## config.mk

```make
export PLATFORM = sky130hd
export DESIGN_NAME = three_line_bus_packet_receiver_core
export DESIGN_NICKNAME = d
export VERILOG_FILES = /design/src/design/tlbr_pkg.sv /design/src/design/three_line_bus_packet_receiver_core.sv /design/src/design/tlbr_ram.sv /design/src/design/tlbr_walk.sv
export SDC_FILE = /design/constraint.sdc
export NUM_CORES = 2
export LEC_CHECK = 0
export BUFFER_PORTS_ARGS = -buffer_cell sky130_fd_sc_hd__buf_2
export CAP_MARGIN = 20
export CORE_AREA = 2 2 400 402
export CTS_CLUSTER_DIAMETER = 200
export DETAILED_ROUTE_END_ITERATION = 6
export DIE_AREA = 0 0 402 404
export PLACE_DENSITY = 0.78
export SLEW_MARGIN = 25
export SYNTH_ARGS = -nofsm -noshare
export SYNTH_HDL_FRONTEND = slang
export SYNTH_HIERARCHICAL = 1
export SYNTH_SLANG_ARGS = --single-unit
```

## constraint.sdc

```tcl
create_clock -name clk_i -period 16.26 [get_ports clk_i]
set_input_delay 0.813 -clock clk_i [delete_from_list [all_inputs] [get_ports clk_i]]
set_output_delay 0.813 -clock clk_i [all_outputs]
set_load 0.01 [all_outputs]
```

## src/design/tlbr_pkg.sv

```systemverilog
package tlbr_pkg;

  // sizes of the packet fields
  localparam int unsigned MaxBytesDef = 256;
  localparam int unsigned ByteW       = 8;
  localparam int unsigned LenW        = 9;
  localparam int unsigned BitCntW     = 12;

  // stream beat widths
  localparam int unsigned InTuserW  = 3;
  localparam int unsigned InTdataW  = 16;
  localparam int unsigned OutTdataW = 40;

  // radio packet format
  localparam logic [ByteW-1:0] RadioId      = 8'hF0;
  localparam logic [LenW-1:0]  RadioLastIdx = 9'd17;
  // handshaked mode takes its length from byte 1 plus this
  localparam logic [LenW-1:0]  HsLenAdd     = 9'd2;

  // bus event codes
  typedef enum logic [2:0] {
    REQ_ENA_RISE = 3'd0,
    REQ_CLK_FALL = 3'd1,
    REQ_ENA_FALL = 3'd2,
    REQ_REQUEST  = 3'd3,
    REQ_READ     = 3'd4
  } req_e;

  // enable line actions
  typedef enum logic [2:0] {
    ACT_NONE        = 3'd0,
    ACT_ACK         = 3'd1,
    ACT_RELEASE     = 3'd2,
    ACT_NAVI_START  = 3'd3,
    ACT_REQ_PULSE   = 3'd4
  } act_e;

  // receive mode
  typedef enum logic [1:0] {
    MODE_IDLE = 2'd0,
    MODE_RX   = 2'd1,
    MODE_HS   = 2'd2
  } mode_e;

  // sequencer states
  typedef enum logic [2:0] {
    ST_CLEAR = 3'd0,
    ST_IDLE  = 3'd1,
    ST_RMW   = 3'd2,
    ST_RDB   = 3'd3,
    ST_WALK  = 3'd4,
    ST_FIN_A = 3'd5,
    ST_FIN_B = 3'd6,
    ST_FIN_C = 3'd7
  } state_e;

  // read request from the checksum walker
  typedef struct packed {
    logic            en;
    logic [LenW-1:0] idx;
  } rd_req_t;

  // checksum walk outcome
  typedef struct packed {
    logic valid;
    logic ok;
    logic navi;
  } walk_res_t;

endpackage

```

## src/design/three_line_bus_packet_receiver_core.sv

```systemverilog
// channel    | dir | tuser (lsb up)  | tdata (lsb up)
// s_axis     | in  | req_type[2:0]   | data_level[0], ena_level[1], byte_index[9:2]
// m_axis     | out | -               | ena_action[2:0], msg_ready[3], is_navi[4],
//            |     |                 | packet_length[13:5], read_byte[21:14],
//            |     |                 | msg_id[29:22], check_byte[37:30], accepted[38]
//
// one beat at a time: an event runs ST_FIN_A, ST_FIN_B and ST_FIN_C, a clock fall
// or a byte read runs ST_RMW or ST_RDB before them, a packet check the checksum
// walk, which reads the byte store one byte per cycle through its single read port
// after reset a clearing pass writes zeros to all MAX_BYTES entries, one per
// cycle, with s_axis_tready low; a stalled result sits in the output register
// while the next event is already taken
module three_line_bus_packet_receiver_core #(
  parameter int unsigned MAX_BYTES = tlbr_pkg::MaxBytesDef
) (
  input  logic                            clk_i,
  input  logic                            rst_ni,
  input  logic                            s_axis_tvalid,
  output logic                            s_axis_tready,
  // data_level, ena_level, byte_index
  input  logic [tlbr_pkg::InTdataW-1:0]   s_axis_tdata,
  // req_type
  input  logic [tlbr_pkg::InTuserW-1:0]   s_axis_tuser,
  output logic                            m_axis_tvalid,
  input  logic                            m_axis_tready,
  // ena_action, msg_ready, is_navi, packet_length, read_byte, msg_id,
  // check_byte, accepted
  output logic [tlbr_pkg::OutTdataW-1:0]  m_axis_tdata
);

  localparam int unsigned AW = $clog2(MAX_BYTES);

  tlbr_pkg::state_e               state_q, state_d;
  tlbr_pkg::mode_e                mode_q, mode_d;
  logic [tlbr_pkg::BitCntW-1:0]   bit_cnt_q, bit_cnt_d;
  logic                           ready_q, ready_d;
  logic                           navi_q, navi_d;
  logic [tlbr_pkg::LenW-1:0]      len_q, len_d;
  logic [AW-1:0]                  clr_idx_q, clr_idx_d;
  logic                           out_valid_q, out_valid_d;

  tlbr_pkg::act_e                 act_q, act_d;
  logic                           acc_q, acc_d;
  logic [tlbr_pkg::ByteW-1:0]     rbyte_q, rbyte_d;
  logic [tlbr_pkg::ByteW-1:0]     byte0_q, byte0_d;
  logic                           dlev_q, dlev_d;
  logic                           rdb_inr_q, rdb_inr_d;
  logic                           chk_inr_q, chk_inr_d;
  logic [tlbr_pkg::OutTdataW-1:0] out_data_q, out_data_d;

  logic                           in_accept;
  tlbr_pkg::req_e                 in_req;
  logic                           in_dlev;
  logic                           in_elev;
  logic [tlbr_pkg::ByteW-1:0]     in_idx;

  logic [tlbr_pkg::LenW-1:0]      bi;
  logic                           bi_inr;
  logic [tlbr_pkg::ByteW-1:0]     new_byte;
  logic [tlbr_pkg::LenW-1:0]      len_eff;
  logic [tlbr_pkg::LenW-1:0]      len_m1;
  logic [tlbr_pkg::LenW-1:0]      fall_len;

  logic                           fsm_re;
  logic [AW-1:0]                  fsm_raddr;
  logic                           ram_re;
  logic [AW-1:0]                  ram_raddr;
  logic                           ram_we;
  logic [AW-1:0]                  ram_waddr;
  logic [tlbr_pkg::ByteW-1:0]     ram_wdata;
  logic [tlbr_pkg::ByteW-1:0]     ram_rdata;

  logic                           walk_start;
  logic [tlbr_pkg::LenW-1:0]      walk_last;
  tlbr_pkg::rd_req_t              walk_rd;
  tlbr_pkg::walk_res_t            walk_res;

  // input beat fields
  assign s_axis_tready = (state_q == tlbr_pkg::ST_IDLE);
  assign in_accept     = s_axis_tvalid && s_axis_tready;
  assign in_req        = tlbr_pkg::req_e'(s_axis_tuser);
  assign in_dlev       = s_axis_tdata[0];
  assign in_elev       = s_axis_tdata[1];
  assign in_idx        = s_axis_tdata[9:2];

  // byte addressed by the bit counter, and derived lengths
  assign bi       = bit_cnt_q[tlbr_pkg::BitCntW-1:3];
  assign bi_inr   = ({1'b0, bi} < 10'(MAX_BYTES));
  assign new_byte = {ram_rdata[tlbr_pkg::ByteW-2:0], ~dlev_q};
  assign len_eff  = (bit_cnt_q == 12'd15) ? ({1'b0, new_byte} + tlbr_pkg::HsLenAdd) : len_q;
  assign len_m1   = len_q - 9'd1;
  assign fall_len = bit_cnt_q[tlbr_pkg::BitCntW-1:3];

  // byte store read port shared between sequencer and walker
  assign ram_re    = (state_q == tlbr_pkg::ST_WALK) ? walk_rd.en : fsm_re;
  assign ram_raddr = (state_q == tlbr_pkg::ST_WALK) ? walk_rd.idx[AW-1:0] : fsm_raddr;

  tlbr_ram #(
    .Width (tlbr_pkg::ByteW),
    .Depth (MAX_BYTES)
  ) u_store (
    .clk_i   (clk_i),
    .we_i    (ram_we),
    .waddr_i (ram_waddr),
    .wdata_i (ram_wdata),
    .re_i    (ram_re),
    .raddr_i (ram_raddr),
    .rdata_o (ram_rdata)
  );

  tlbr_walk #(
    .MAX_BYTES (MAX_BYTES)
  ) u_walk (
    .clk_i      (clk_i),
    .rst_ni     (rst_ni),
    .start_i    (walk_start),
    .last_idx_i (walk_last),
    .rdata_i    (ram_rdata),
    .rd_o       (walk_rd),
    .res_o      (walk_res)
  );

  // sequencer: store clear, event decode, read-modify-write, checksum walk, result build
  always_comb begin
    state_d     = state_q;
    mode_d      = mode_q;
    bit_cnt_d   = bit_cnt_q;
    ready_d     = ready_q;
    navi_d      = navi_q;
    len_d       = len_q;
    clr_idx_d   = clr_idx_q;
    out_valid_d = out_valid_q && !m_axis_tready;
    act_d       = act_q;
    acc_d       = acc_q;
    rbyte_d     = rbyte_q;
    byte0_d     = byte0_q;
    dlev_d      = dlev_q;
    rdb_inr_d   = rdb_inr_q;
    chk_inr_d   = chk_inr_q;
    out_data_d  = out_data_q;
    fsm_re      = 1'b0;
    fsm_raddr   = '0;
    ram_we      = 1'b0;
    ram_waddr   = bi[AW-1:0];
    ram_wdata   = new_byte;
    walk_start  = 1'b0;
    walk_last   = '0;

    unique case (state_q)
      tlbr_pkg::ST_CLEAR: begin
        ram_we    = 1'b1;
        ram_waddr = clr_idx_q;
        ram_wdata = '0;
        clr_idx_d = clr_idx_q + 1'b1;
        if (clr_idx_q == AW'(MAX_BYTES - 1)) begin
          state_d = tlbr_pkg::ST_IDLE;
        end
      end

      tlbr_pkg::ST_IDLE: begin
        if (in_accept) begin
          act_d   = tlbr_pkg::ACT_NONE;
          acc_d   = 1'b0;
          rbyte_d = '0;
          dlev_d  = in_dlev;
          state_d = tlbr_pkg::ST_FIN_A;
          unique case (in_req)
            tlbr_pkg::REQ_ENA_RISE: begin
              if (mode_q == tlbr_pkg::MODE_IDLE) begin
                bit_cnt_d = '0;
                ready_d   = 1'b0;
                navi_d    = 1'b0;
                mode_d    = tlbr_pkg::MODE_RX;
              end
            end
            tlbr_pkg::REQ_CLK_FALL: begin
              if (mode_q == tlbr_pkg::MODE_RX || mode_q == tlbr_pkg::MODE_HS) begin
                fsm_re    = bi_inr;
                fsm_raddr = bi[AW-1:0];
                state_d   = tlbr_pkg::ST_RMW;
              end
            end
            tlbr_pkg::REQ_ENA_FALL: begin
              if (mode_q == tlbr_pkg::MODE_RX) begin
                len_d = '0;
                if (bit_cnt_q != '0) begin
                  if (fall_len > 9'd1) begin
                    len_d      = fall_len;
                    mode_d     = tlbr_pkg::MODE_IDLE;
                    walk_start = 1'b1;
                    walk_last  = fall_len - 9'd1;
                    state_d    = tlbr_pkg::ST_WALK;
                  end else begin
                    mode_d = tlbr_pkg::MODE_HS;
                    act_d  = tlbr_pkg::ACT_NAVI_START;
                  end
                end else begin
                  mode_d = tlbr_pkg::MODE_IDLE;
                end
              end
            end
            tlbr_pkg::REQ_REQUEST: begin
              if (!in_elev) begin
                acc_d  = 1'b1;
                act_d  = tlbr_pkg::ACT_REQ_PULSE;
                mode_d = tlbr_pkg::MODE_IDLE;
              end
            end
            tlbr_pkg::REQ_READ: begin
              rdb_inr_d = ({2'b00, in_idx} < 10'(MAX_BYTES));
              fsm_re    = rdb_inr_d;
              fsm_raddr = AW'({1'b0, in_idx});
              state_d   = tlbr_pkg::ST_RDB;
            end
            default: begin
              // unknown event: status only
            end
          endcase
        end
      end

      tlbr_pkg::ST_RDB: begin
        rbyte_d = rdb_inr_q ? ram_rdata : '0;
        state_d = tlbr_pkg::ST_FIN_A;
      end

      tlbr_pkg::ST_RMW: begin
        // shift the new bit into the addressed byte
        ram_we    = bi_inr;
        ready_d   = 1'b0;
        bit_cnt_d = bit_cnt_q + 12'd1;
        state_d   = tlbr_pkg::ST_FIN_A;
        if (mode_q == tlbr_pkg::MODE_HS && bit_cnt_q[2:0] == 3'b111) begin
          len_d = len_eff;
          if (({1'b0, bit_cnt_q} + 13'd1) != {1'b0, len_eff, 3'b000}) begin
            act_d = tlbr_pkg::ACT_ACK;
          end else begin
            act_d      = tlbr_pkg::ACT_RELEASE;
            mode_d     = tlbr_pkg::MODE_IDLE;
            bit_cnt_d  = '0;
            walk_start = 1'b1;
            walk_last  = len_eff - 9'd1;
            state_d    = tlbr_pkg::ST_WALK;
          end
        end
      end

      tlbr_pkg::ST_WALK: begin
        if (walk_res.valid) begin
          if (walk_res.ok) begin
            ready_d = 1'b1;
          end
          navi_d  = walk_res.navi;
          state_d = tlbr_pkg::ST_FIN_A;
        end
      end

      tlbr_pkg::ST_FIN_A: begin
        fsm_re    = 1'b1;
        fsm_raddr = '0;
        state_d   = tlbr_pkg::ST_FIN_B;
      end

      tlbr_pkg::ST_FIN_B: begin
        byte0_d   = ram_rdata;
        chk_inr_d = (len_q != '0) && ({1'b0, len_m1} < 10'(MAX_BYTES));
        fsm_re    = chk_inr_d;
        fsm_raddr = len_m1[AW-1:0];
        state_d   = tlbr_pkg::ST_FIN_C;
      end

      tlbr_pkg::ST_FIN_C: begin
        // wait for the output register to free up
        if (!out_valid_q || m_axis_tready) begin
          out_valid_d = 1'b1;
          out_data_d  = {1'b0, acc_q, (chk_inr_q ? ram_rdata : 8'h00), byte0_q,
                         rbyte_q, len_q, navi_q, ready_q, act_q};
          state_d     = tlbr_pkg::ST_IDLE;
        end
      end

      default: begin
        state_d = tlbr_pkg::ST_IDLE;
      end
    endcase
  end

  // control and packet state
  always_ff @(posedge clk_i or negedge rst_ni) begin
    if (!rst_ni) begin
      state_q     <= tlbr_pkg::ST_CLEAR;
      mode_q      <= tlbr_pkg::MODE_IDLE;
      bit_cnt_q   <= '0;
      ready_q     <= 1'b0;
      navi_q      <= 1'b0;
      len_q       <= '0;
      clr_idx_q   <= '0;
      out_valid_q <= 1'b0;
    end else begin
      state_q     <= state_d;
      mode_q      <= mode_d;
      bit_cnt_q   <= bit_cnt_d;
      ready_q     <= ready_d;
      navi_q      <= navi_d;
      len_q       <= len_d;
      clr_idx_q   <= clr_idx_d;
      out_valid_q <= out_valid_d;
    end
  end

  // result payload
  always_ff @(posedge clk_i) begin
    act_q      <= act_d;
    acc_q      <= acc_d;
    rbyte_q    <= rbyte_d;
    byte0_q    <= byte0_d;
    dlev_q     <= dlev_d;
    rdb_inr_q  <= rdb_inr_d;
    chk_inr_q  <= chk_inr_d;
    out_data_q <= out_data_d;
  end

  assign m_axis_tvalid = out_valid_q;
  assign m_axis_tdata  = out_data_q;

endmodule

```

## src/design/tlbr_ram.sv

```systemverilog
module tlbr_ram #(
  parameter int unsigned Width = 8,
  parameter int unsigned Depth = 256
) (
  input  logic                     clk_i,
  input  logic                     we_i,
  input  logic [$clog2(Depth)-1:0] waddr_i,
  input  logic [Width-1:0]         wdata_i,
  input  logic                     re_i,
  input  logic [$clog2(Depth)-1:0] raddr_i,
  output logic [Width-1:0]         rdata_o
);

  logic [Width-1:0] mem_q [Depth];
  logic [Width-1:0] rdata_q;

  // one write port, one registered read port; read data holds without re
  always_ff @(posedge clk_i) begin
    if (we_i) begin
      mem_q[waddr_i] <= wdata_i;
    end
    if (re_i) begin
      rdata_q <= mem_q[raddr_i];
    end
  end

  assign rdata_o = rdata_q;

endmodule

```

## src/design/tlbr_walk.sv

```systemverilog
module tlbr_walk #(
  parameter int unsigned MAX_BYTES = tlbr_pkg::MaxBytesDef
) (
  input  logic                            clk_i,
  input  logic                            rst_ni,
  input  logic                            start_i,
  input  logic [tlbr_pkg::LenW-1:0]       last_idx_i,
  input  logic [tlbr_pkg::ByteW-1:0]      rdata_i,
  output tlbr_pkg::rd_req_t               rd_o,
  output tlbr_pkg::walk_res_t             res_o
);

  logic                         issue_q, issue_d;
  logic [tlbr_pkg::LenW-1:0]    idx_q, idx_d;
  logic [tlbr_pkg::LenW-1:0]    last_q, last_d;
  logic                         beat_v_q, beat_v_d;
  logic                         beat_last_q;
  logic                         beat_inr_q;
  logic [tlbr_pkg::ByteW-1:0]   sum_q, sum_d;
  logic [tlbr_pkg::ByteW-1:0]   xor_q, xor_d;
  logic [tlbr_pkg::ByteW-1:0]   byte0_q, byte0_d;
  logic                         first_q, first_d;
  tlbr_pkg::walk_res_t          res_q, res_d;
  logic                         idx_inr;
  logic [tlbr_pkg::ByteW-1:0]   beat;
  logic [tlbr_pkg::ByteW-1:0]   b0;
  logic                         radio;
  logic                         ok;

  // bytes beyond the store read as zero
  assign idx_inr = ({1'b0, idx_q} < 10'(MAX_BYTES));
  assign beat    = beat_inr_q ? rdata_i : '0;
  assign b0      = first_q ? beat : byte0_q;
  assign radio   = (last_q == tlbr_pkg::RadioLastIdx) && (b0 == tlbr_pkg::RadioId);

  // inverted sum for radio packets, nonzero xor minus one otherwise
  always_comb begin
    if (radio) begin
      ok = (beat == ~sum_q);
    end else begin
      ok = (xor_q != '0) && (beat == (xor_q - 8'd1));
    end
  end

  assign rd_o.en  = issue_q && idx_inr;
  assign rd_o.idx = idx_q;
  assign res_o    = res_q;

  // address issue and accumulation
  always_comb begin
    issue_d  = issue_q;
    idx_d    = idx_q;
    last_d   = last_q;
    sum_d    = sum_q;
    xor_d    = xor_q;
    byte0_d  = byte0_q;
    first_d  = first_q;
    beat_v_d = issue_q && !start_i;
    res_d    = '0;
    if (start_i) begin
      issue_d = 1'b1;
      idx_d   = '0;
      last_d  = last_idx_i;
      sum_d   = '0;
      xor_d   = '0;
      first_d = 1'b1;
    end else begin
      if (issue_q) begin
        idx_d = idx_q + 9'd1;
        if (idx_q == last_q) begin
          issue_d = 1'b0;
        end
      end
      if (beat_v_q) begin
        if (beat_last_q) begin
          res_d.valid = 1'b1;
          res_d.ok    = ok;
          res_d.navi  = !radio;
        end else begin
          sum_d   = sum_q + beat;
          xor_d   = xor_q ^ beat;
          first_d = 1'b0;
          if (first_q) begin
            byte0_d = beat;
          end
        end
      end
    end
  end

  // control
  always_ff @(posedge clk_i or negedge rst_ni) begin
    if (!rst_ni) begin
      issue_q  <= 1'b0;
      beat_v_q <= 1'b0;
      res_q    <= '0;
    end else begin
      issue_q  <= issue_d;
      beat_v_q <= beat_v_d;
      res_q    <= res_d;
    end
  end

  // datapath
  always_ff @(posedge clk_i) begin
    idx_q       <= idx_d;
    last_q      <= last_d;
    sum_q       <= sum_d;
    xor_q       <= xor_d;
    byte0_q     <= byte0_d;
    first_q     <= first_d;
    beat_last_q <= (idx_q == last_q);
    beat_inr_q  <= idx_inr;
  end

endmodule

```

; After elaboration in Yosys (flattened, before gate mapping)
; Memories as Yosys holds them, arrays and structs flattened. A register that Yosys moved wholly into a read port is not among the register bits.
; Index checks and enable logic that the tools add are counted.
[word_totals]
register_bits = 148
ramBits = 2048
inputBits = 23
output_inout_bits = 42
n_memories = 1
[op_classes]
n_addsub = 10
n_lt_le_gt_ge = 4
n_eq_ne = 37
n_mux = 98
n_bitwise = 5
n_reduce_logical = 36
[memory_table]
columns = name, depth, width, read_ports, rd_ports_with_merged_regs, write_ports, line
row1 = u_store.mem_q, 256, 8, 1, 1, 1, tlbr_ram.sv:14  ; logic [Width-1:0] mem_q [Depth];
[op_table]
columns = operator, n
row1 = 9-bit 2-to-1 mux, 14
row2 = 8-bit 2-to-1 mux, 8
row3 = 12-bit 2-to-1 mux, 5
row4 = 8-bit one-hot mux with 2 select lines, 3
row5 = 9-bit one-hot mux with 2 select lines, 2
row6 = 3-bit 2-to-1 mux, 11
row7 = 1-bit 2-to-1 mux, 30
row8 = "9-bit < comparator, second input constant", 3
row9 = "9-bit by 1-bit subtractor with 9-bit output, second input constant", 3
row10 = 2-bit 2-to-1 mux, 12
row11 = 12-bit one-hot mux with 2 select lines, 1
row12 = 3-bit one-hot mux with 8 select lines, 1
row13 = "3-bit == test, second input constant", 6
row14 = 8-bit == test, 2
row15 = "8-bit == test, second input constant", 2
row16 = "2-bit by 1-bit inequality test with 1-bit output, second input constant", 7
row17 = "12-bit by 1-bit adder with 13-bit output, second input constant", 1
row18 = 13-bit by 12-bit inequality test with 1-bit output, 1
row19 = "12-bit by 1-bit adder with 12-bit output, second input constant", 1
row20 = "12-bit by 4-bit == test with 1-bit output, second input constant", 1
row21 = "3-bit by 2-bit == test with 1-bit output, second input constant", 4
row22 = 3-bit one-hot mux with 2 select lines, 2
row23 = 12-bit nonzero test, 1
row24 = 5-bit AND reduction, 2
row25 = other kinds (36), 67

; Logic depth before layout (Yosys ltp)
[depth]
word_depth = 9
mapped_depth = 19

; Hierarchy
; The synthesis kept the hierarchy.
[modules_own_cells]
columns = mod, instances, cells_per_inst, area_per_inst_um2, seq_area_each_um2
row1 = tlbr_ram, 1, 3733, 79636.4, 61739.2
row2 = three_line_bus_packet_receiver_core, 1, 547, 5689.2, 2757.6
row3 = tlbr_walk, 1, 275, 2663.8, 1196.1

; Worst setup path before layout
; Ideal clock, no wire load.
[synth_timing]
path_type = register to register
start = reg state_q[1]
end = mem u_store.mem_q[0][2] (data pin)
setup_ps = 1454
arrival_ps = 7233
required_ps = 14806
setup_slack_ps = 7574
path_stages_with_launch = 5
n_path_buf = 2
period_less_slack_ps = 8686
cell_sequence = dfrtp_1 > clkbuf_1 > nor3_1 > clkbuf_1 > nor2b_1
[synth_between]
elab_chain_len = 2
[synth_rtl]
columns = element, line
row1 = "start, declared", three_line_bus_packet_receiver_core.sv:33  ; tlbr_pkg::state_e state_q, state_d;
row2 = "start signal, assigned", three_line_bus_packet_receiver_core.sv:291  ; state_q <= tlbr_pkg::ST_CLEAR;
row3 = "start signal, assigned", three_line_bus_packet_receiver_core.sv:300  ; state_q <= state_d;
row4 = 3-bit logical NOT, three_line_bus_packet_receiver_core.sv:149  ; unique case (state_q)
row5 = 8-bit 2-to-1 mux, three_line_bus_packet_receiver_core.sv:149
row6 = named net ram_wdata (one bit), three_line_bus_packet_receiver_core.sv:70  ; logic [tlbr_pkg::ByteW-1:0] ram_wdata;
row7 = "end, declared", tlbr_ram.sv:14
; The timed path passes the listed nets, and every way through them passes these cells.

; Worst setup path in the final report
[layout_timing]
start = reg state_q[2]
end = reg u_store.rdata_q[2], in the netlist u_store/rdata_o[2] (read register of u_store.mem_q) (data pin)
[layout_between]
elab_chain_len = 5
word_cells_on_any_way = 11
classes_between = 4 x eq/ne / 6 x mux / 1 x reduce/logical
[layout_rtl]
columns = element, line
row1 = 3-bit by 1-bit == test with 1-bit output, "three_line_bus_packet_receiver_core.sv:79, three_line_bus_packet_receiver_core.sv:149"
row2 = 1-bit logical AND, three_line_bus_packet_receiver_core.sv:80  ; assign in_accept = s_axis_tvalid && s_axis_tready;
row3 = 8-bit 2-to-1 mux, three_line_bus_packet_receiver_core.sv:161  ; if (in_accept) begin
row4 = 8-bit one-hot mux with 2 select lines, three_line_bus_packet_receiver_core.sv:149
row5 = 8-bit 2-to-1 mux *, three_line_bus_packet_receiver_core.sv:96  ; assign ram_raddr = (state_q == tlbr_pkg::ST_WALK) ? walk_rd.idx[AW-1:0] : fsm_raddr;
row6 = named net ram_raddr[0], three_line_bus_packet_receiver_core.sv:67  ; logic [AW-1:0] ram_raddr;
row7 = "end, declared", tlbr_ram.sv:15  ; logic [Width-1:0] rdata_q;
; The timed path passes the listed nets; every way through them passes the cells marked *.
; A chain may end at the register's enable or synchronous reset.

==> flow_summary.toml <==
[run_status]
status = "finished clean"

[timing]
finClkSkew_ns = 0.0198
fin_crit_sh_pct = 44.3
whs_ns = 0.0104
fmax_mhz = 139
period_needed_ns = 7.20
finalHoldViolations = 0
worst_slew_pin_slew_ns = 1.23
relSlewSlack_pct = 17.8
fin_setup_tns_ns = 0
slew_viol_final = 0
setup_viol = 0
rsz0062_at_grt = "false"

[yosys]
syn-num-nets = 4601
yosys-top-cells-area = "edfxtp_1 73%, mux4_2 12%, mux2i_1 1.6%"
yosysWarningCount = 6
synth.most_common_cell = "edfxtp_1"
async_reset_ff_share_pct = 1.91
syn_avg_cell_area_sq_um = 19.3
ys_seq_elements = 2204
ys_types = 91
yosysTopAreaCellShare_pct = 72.8
synthCells = 4555
yosys-top-cells-count = "2,134 x edfxtp_1, 454 x mux4_2, 341 x nor2_1"
yosysSeqAreaShare_pct = 74.7
netlist_area_sq_um = 88000
synth.largest_area_cell = "edfxtp_1"
ys.flop_type = "edfxtp_1"
synth_edf_count = 2134

[clock_network]
postCtsSetupBuffers = 0
clk_pin_slew_ns = 0.07
cts_hold_buf = 0
clkLatencyLatePin_ns = 0.82
clk_path_buf_depth = 3
root_buffer = "clkbuf_16"
cts_tree = "built"
cts-resized-gates = 0
cts-htree-levels = 4
cts_buffers = 198
numClockSinks = 2204

[power_and_ir_drop]
power_leakage_nw = 29.8
p_comb_share_pct = 32.4
pwr-share-clk_pct = 26.4
power.share.sequential_pct = 41.2
vdd_drop_max_mv = 0.199
pwr_density_cell_nw_per_um2 = 186
p_int_mw = 12.1
netSwitchingPower_mw = 6.00
p_sw_share_pct = 33.2

[global_route]
grt_pass1_wl_microns = 305000
grt_overflow = 0
track_usage_pct = 25.8
grt_max_degree = 217
antenna_found_initial = 3
grt_pass1_vias = 45737

[detailed_routing]
totalWireLength_microns = 210000
drt_pass1_iterations = 6
drtIter0Drc = 6853
wl_per_cell_microns = 30.7
vias_per_cell = 6.69
via_count = 45865
drc = 0
ant_nets = 0

[worst_setup_path]
path_buf_inv = 5
critical_path_arrival_ns = 7.73
worstSetupStartpointType = "flip-flop"
cpLargestDelayFamily = "simple AND/OR/NAND/NOR gates"
crit_required_ns = 16.79
worst_setup_path_end_kind = "flip-flop"
crit_type = "flip-flop to flip-flop"
cp_slowest_stage_delay_ns = 0.93
worstPathCellList = "nor2_1 > nand2_1 > inv_1 > nand2_1 > inv_1 > nand2_1 > o22ai_4 > buf_12 > buf_4 > buf_12 > mux4_2 > nor2b_1 > a211oi_1 > nor3_1 > nor4_1 > nor4_2"
path_common_cell = "nand2_1"
critPathSlowestCell = "nor4_1"
cp_max_fo = 99

[die]
die-area_sq_um = 162000
rows = 146
io-pin-count = 65
initial_utilization_pct = 55.7
core-area_sq_um = 158000
die_w_microns = 402
die_h_microns = 404

[finish]
n_fill_cell = 10415
drive_gt1_share_pct = 20.4
fin_nets = 4666
syn_to_final_growth_pct = 10.3
final_area_sq_um = 97000
fin_util_pct = 61.5

[run]
cap_viol_max_count = 0

[placement]
place_area_sq_um = 90200
gp_congestion = 0.935
portBuffers = 57
place_hpwl_microns = 122000

[worst_hold_path]
hold_class = "primary input to asynchronous set/reset pin"
[cell type report]
cell class              instances  area (sq um)  area share [%]
flip-flops and latches       2204         65700            67.7
multi-input cells            2034         20700            21.4
clock buffers                 248          5380            5.54
well taps                    2072          2590            2.67
clock inverters               116          1270            1.31
repair buffers                144          1210            1.24
inverters                      38           143           0.147
diodes                          2          5.00         0.00516
[state kept, by name (all words and copies together) (netlist names), 9 cells and up]
signal         count
bit_cnt_q         12
len_q              9
m_axis_tdata      39
u_store/mem_q   2048
u_walk/idx_q       9
u_walk/last_q      9
[power by group through the flow]
stage                     sequential [mW]  combinational, mW  clock [mW]
after floorplan                      7.75               3.83           0
after global placement               7.55               5.50           0
after detailed placement             7.56               5.64           0
after CTS                            7.44               5.70        4.82
after global routing                 7.45               6.12        5.02
final                                7.44               5.84        4.77
[stage by stage]
| stage | power [mW] | std cells | setup slack, ns |
|---|---|---|---|
| floorplan | 11.6 | 4555 | 7.57 |
| global placement | 13.0 | 6484 | 9.19 |
| detailed placement | 13.2 | 6486 | 9.05 |
| CTS | 18.0 | 6850 | 9.04 |
| global route | 18.6 | 6856 | 8.58 |
| finish | 18.1 | 6858 | 9.06 |
[kinds of logic after synthesis]
family | synth area share, %
and+or+nand+nor | 4.22
DFF | 74.7
AOI/OAI and AO/OA | 4.24
xor gates and xnor gates | 0.866
muxes | 13.6
buffers and inverters | 2.08
adders and majority gates | 0.336
other | 0.00426
[worst register-to-register path, delay by kind of cell (launching register included)]
family                 cells  cell delay [ns]
flip-flops                 1             0.59
multiplexers               1             0.73
AND/OR/NAND/NOR            8             2.36
AO/OA/AOI/OAI              2             0.83
buffers and inverters      5             2.41
[cell usage in the layout, fill, tap and decap left out, types with 40 or more instances in the layout]
cell type and instances:
a21oi_1 117, nand2_1 120, o221ai_1 47, mux2i_1 145
clkbuf_16 209, nor2_1 335, dfrtp_1 42, nor3_1 40
edfxtp_1 2134, xnor2_1 52, buf_2 56, a22oi_1 141
mux4_2 454, o21ai_0 43, buf_4 64, nand3_1 61
[path summary, 6_finish.rpt]
| kind | start | end | slack (ns) | cells after the start |
|---|---|---|---|---|
| worst min-delay path | rst_ni | mode_q[0]$_DFFE_PN0P_ | 0.01 | 1 |
| max in group asynchronous | rst_ni | clr_idx_q[4]$_DFFE_PN0P_ | 15.83 | 1 |
| worst min register to register | byte0_q[0]$_DFFE_PN_ | m_axis_tdata[22]$_DFFE_PP_ | 0.42 | 0 |
| worst max register to register | state_q[2]$_DFFE_PN0P_ | u_store/rdata_o[2]$_DFFE_PP_ | 9.06 | 16 |
| worst max-delay path | state_q[2]$_DFFE_PN0P_ | u_store/rdata_o[2]$_DFFE_PP_ | 9.06 | 16 |
| min in group clk_i | s_axis_tdata[0] | dlev_q$_DFFE_PP_ | 0.18 | 1 |
[routing by layer]
metal / wire (microns) / track usage (%) / up-vias
li1: - / - / 18753
met1: 74900 / 34.8 / 23504
met2: 101000 / 40.8 / 3116
met3: 24600 / 5.73 / 492
met4: 9560 / 11.3 / 0
met5: 0 / 0 / -
(Power assumes the default switching activity.)
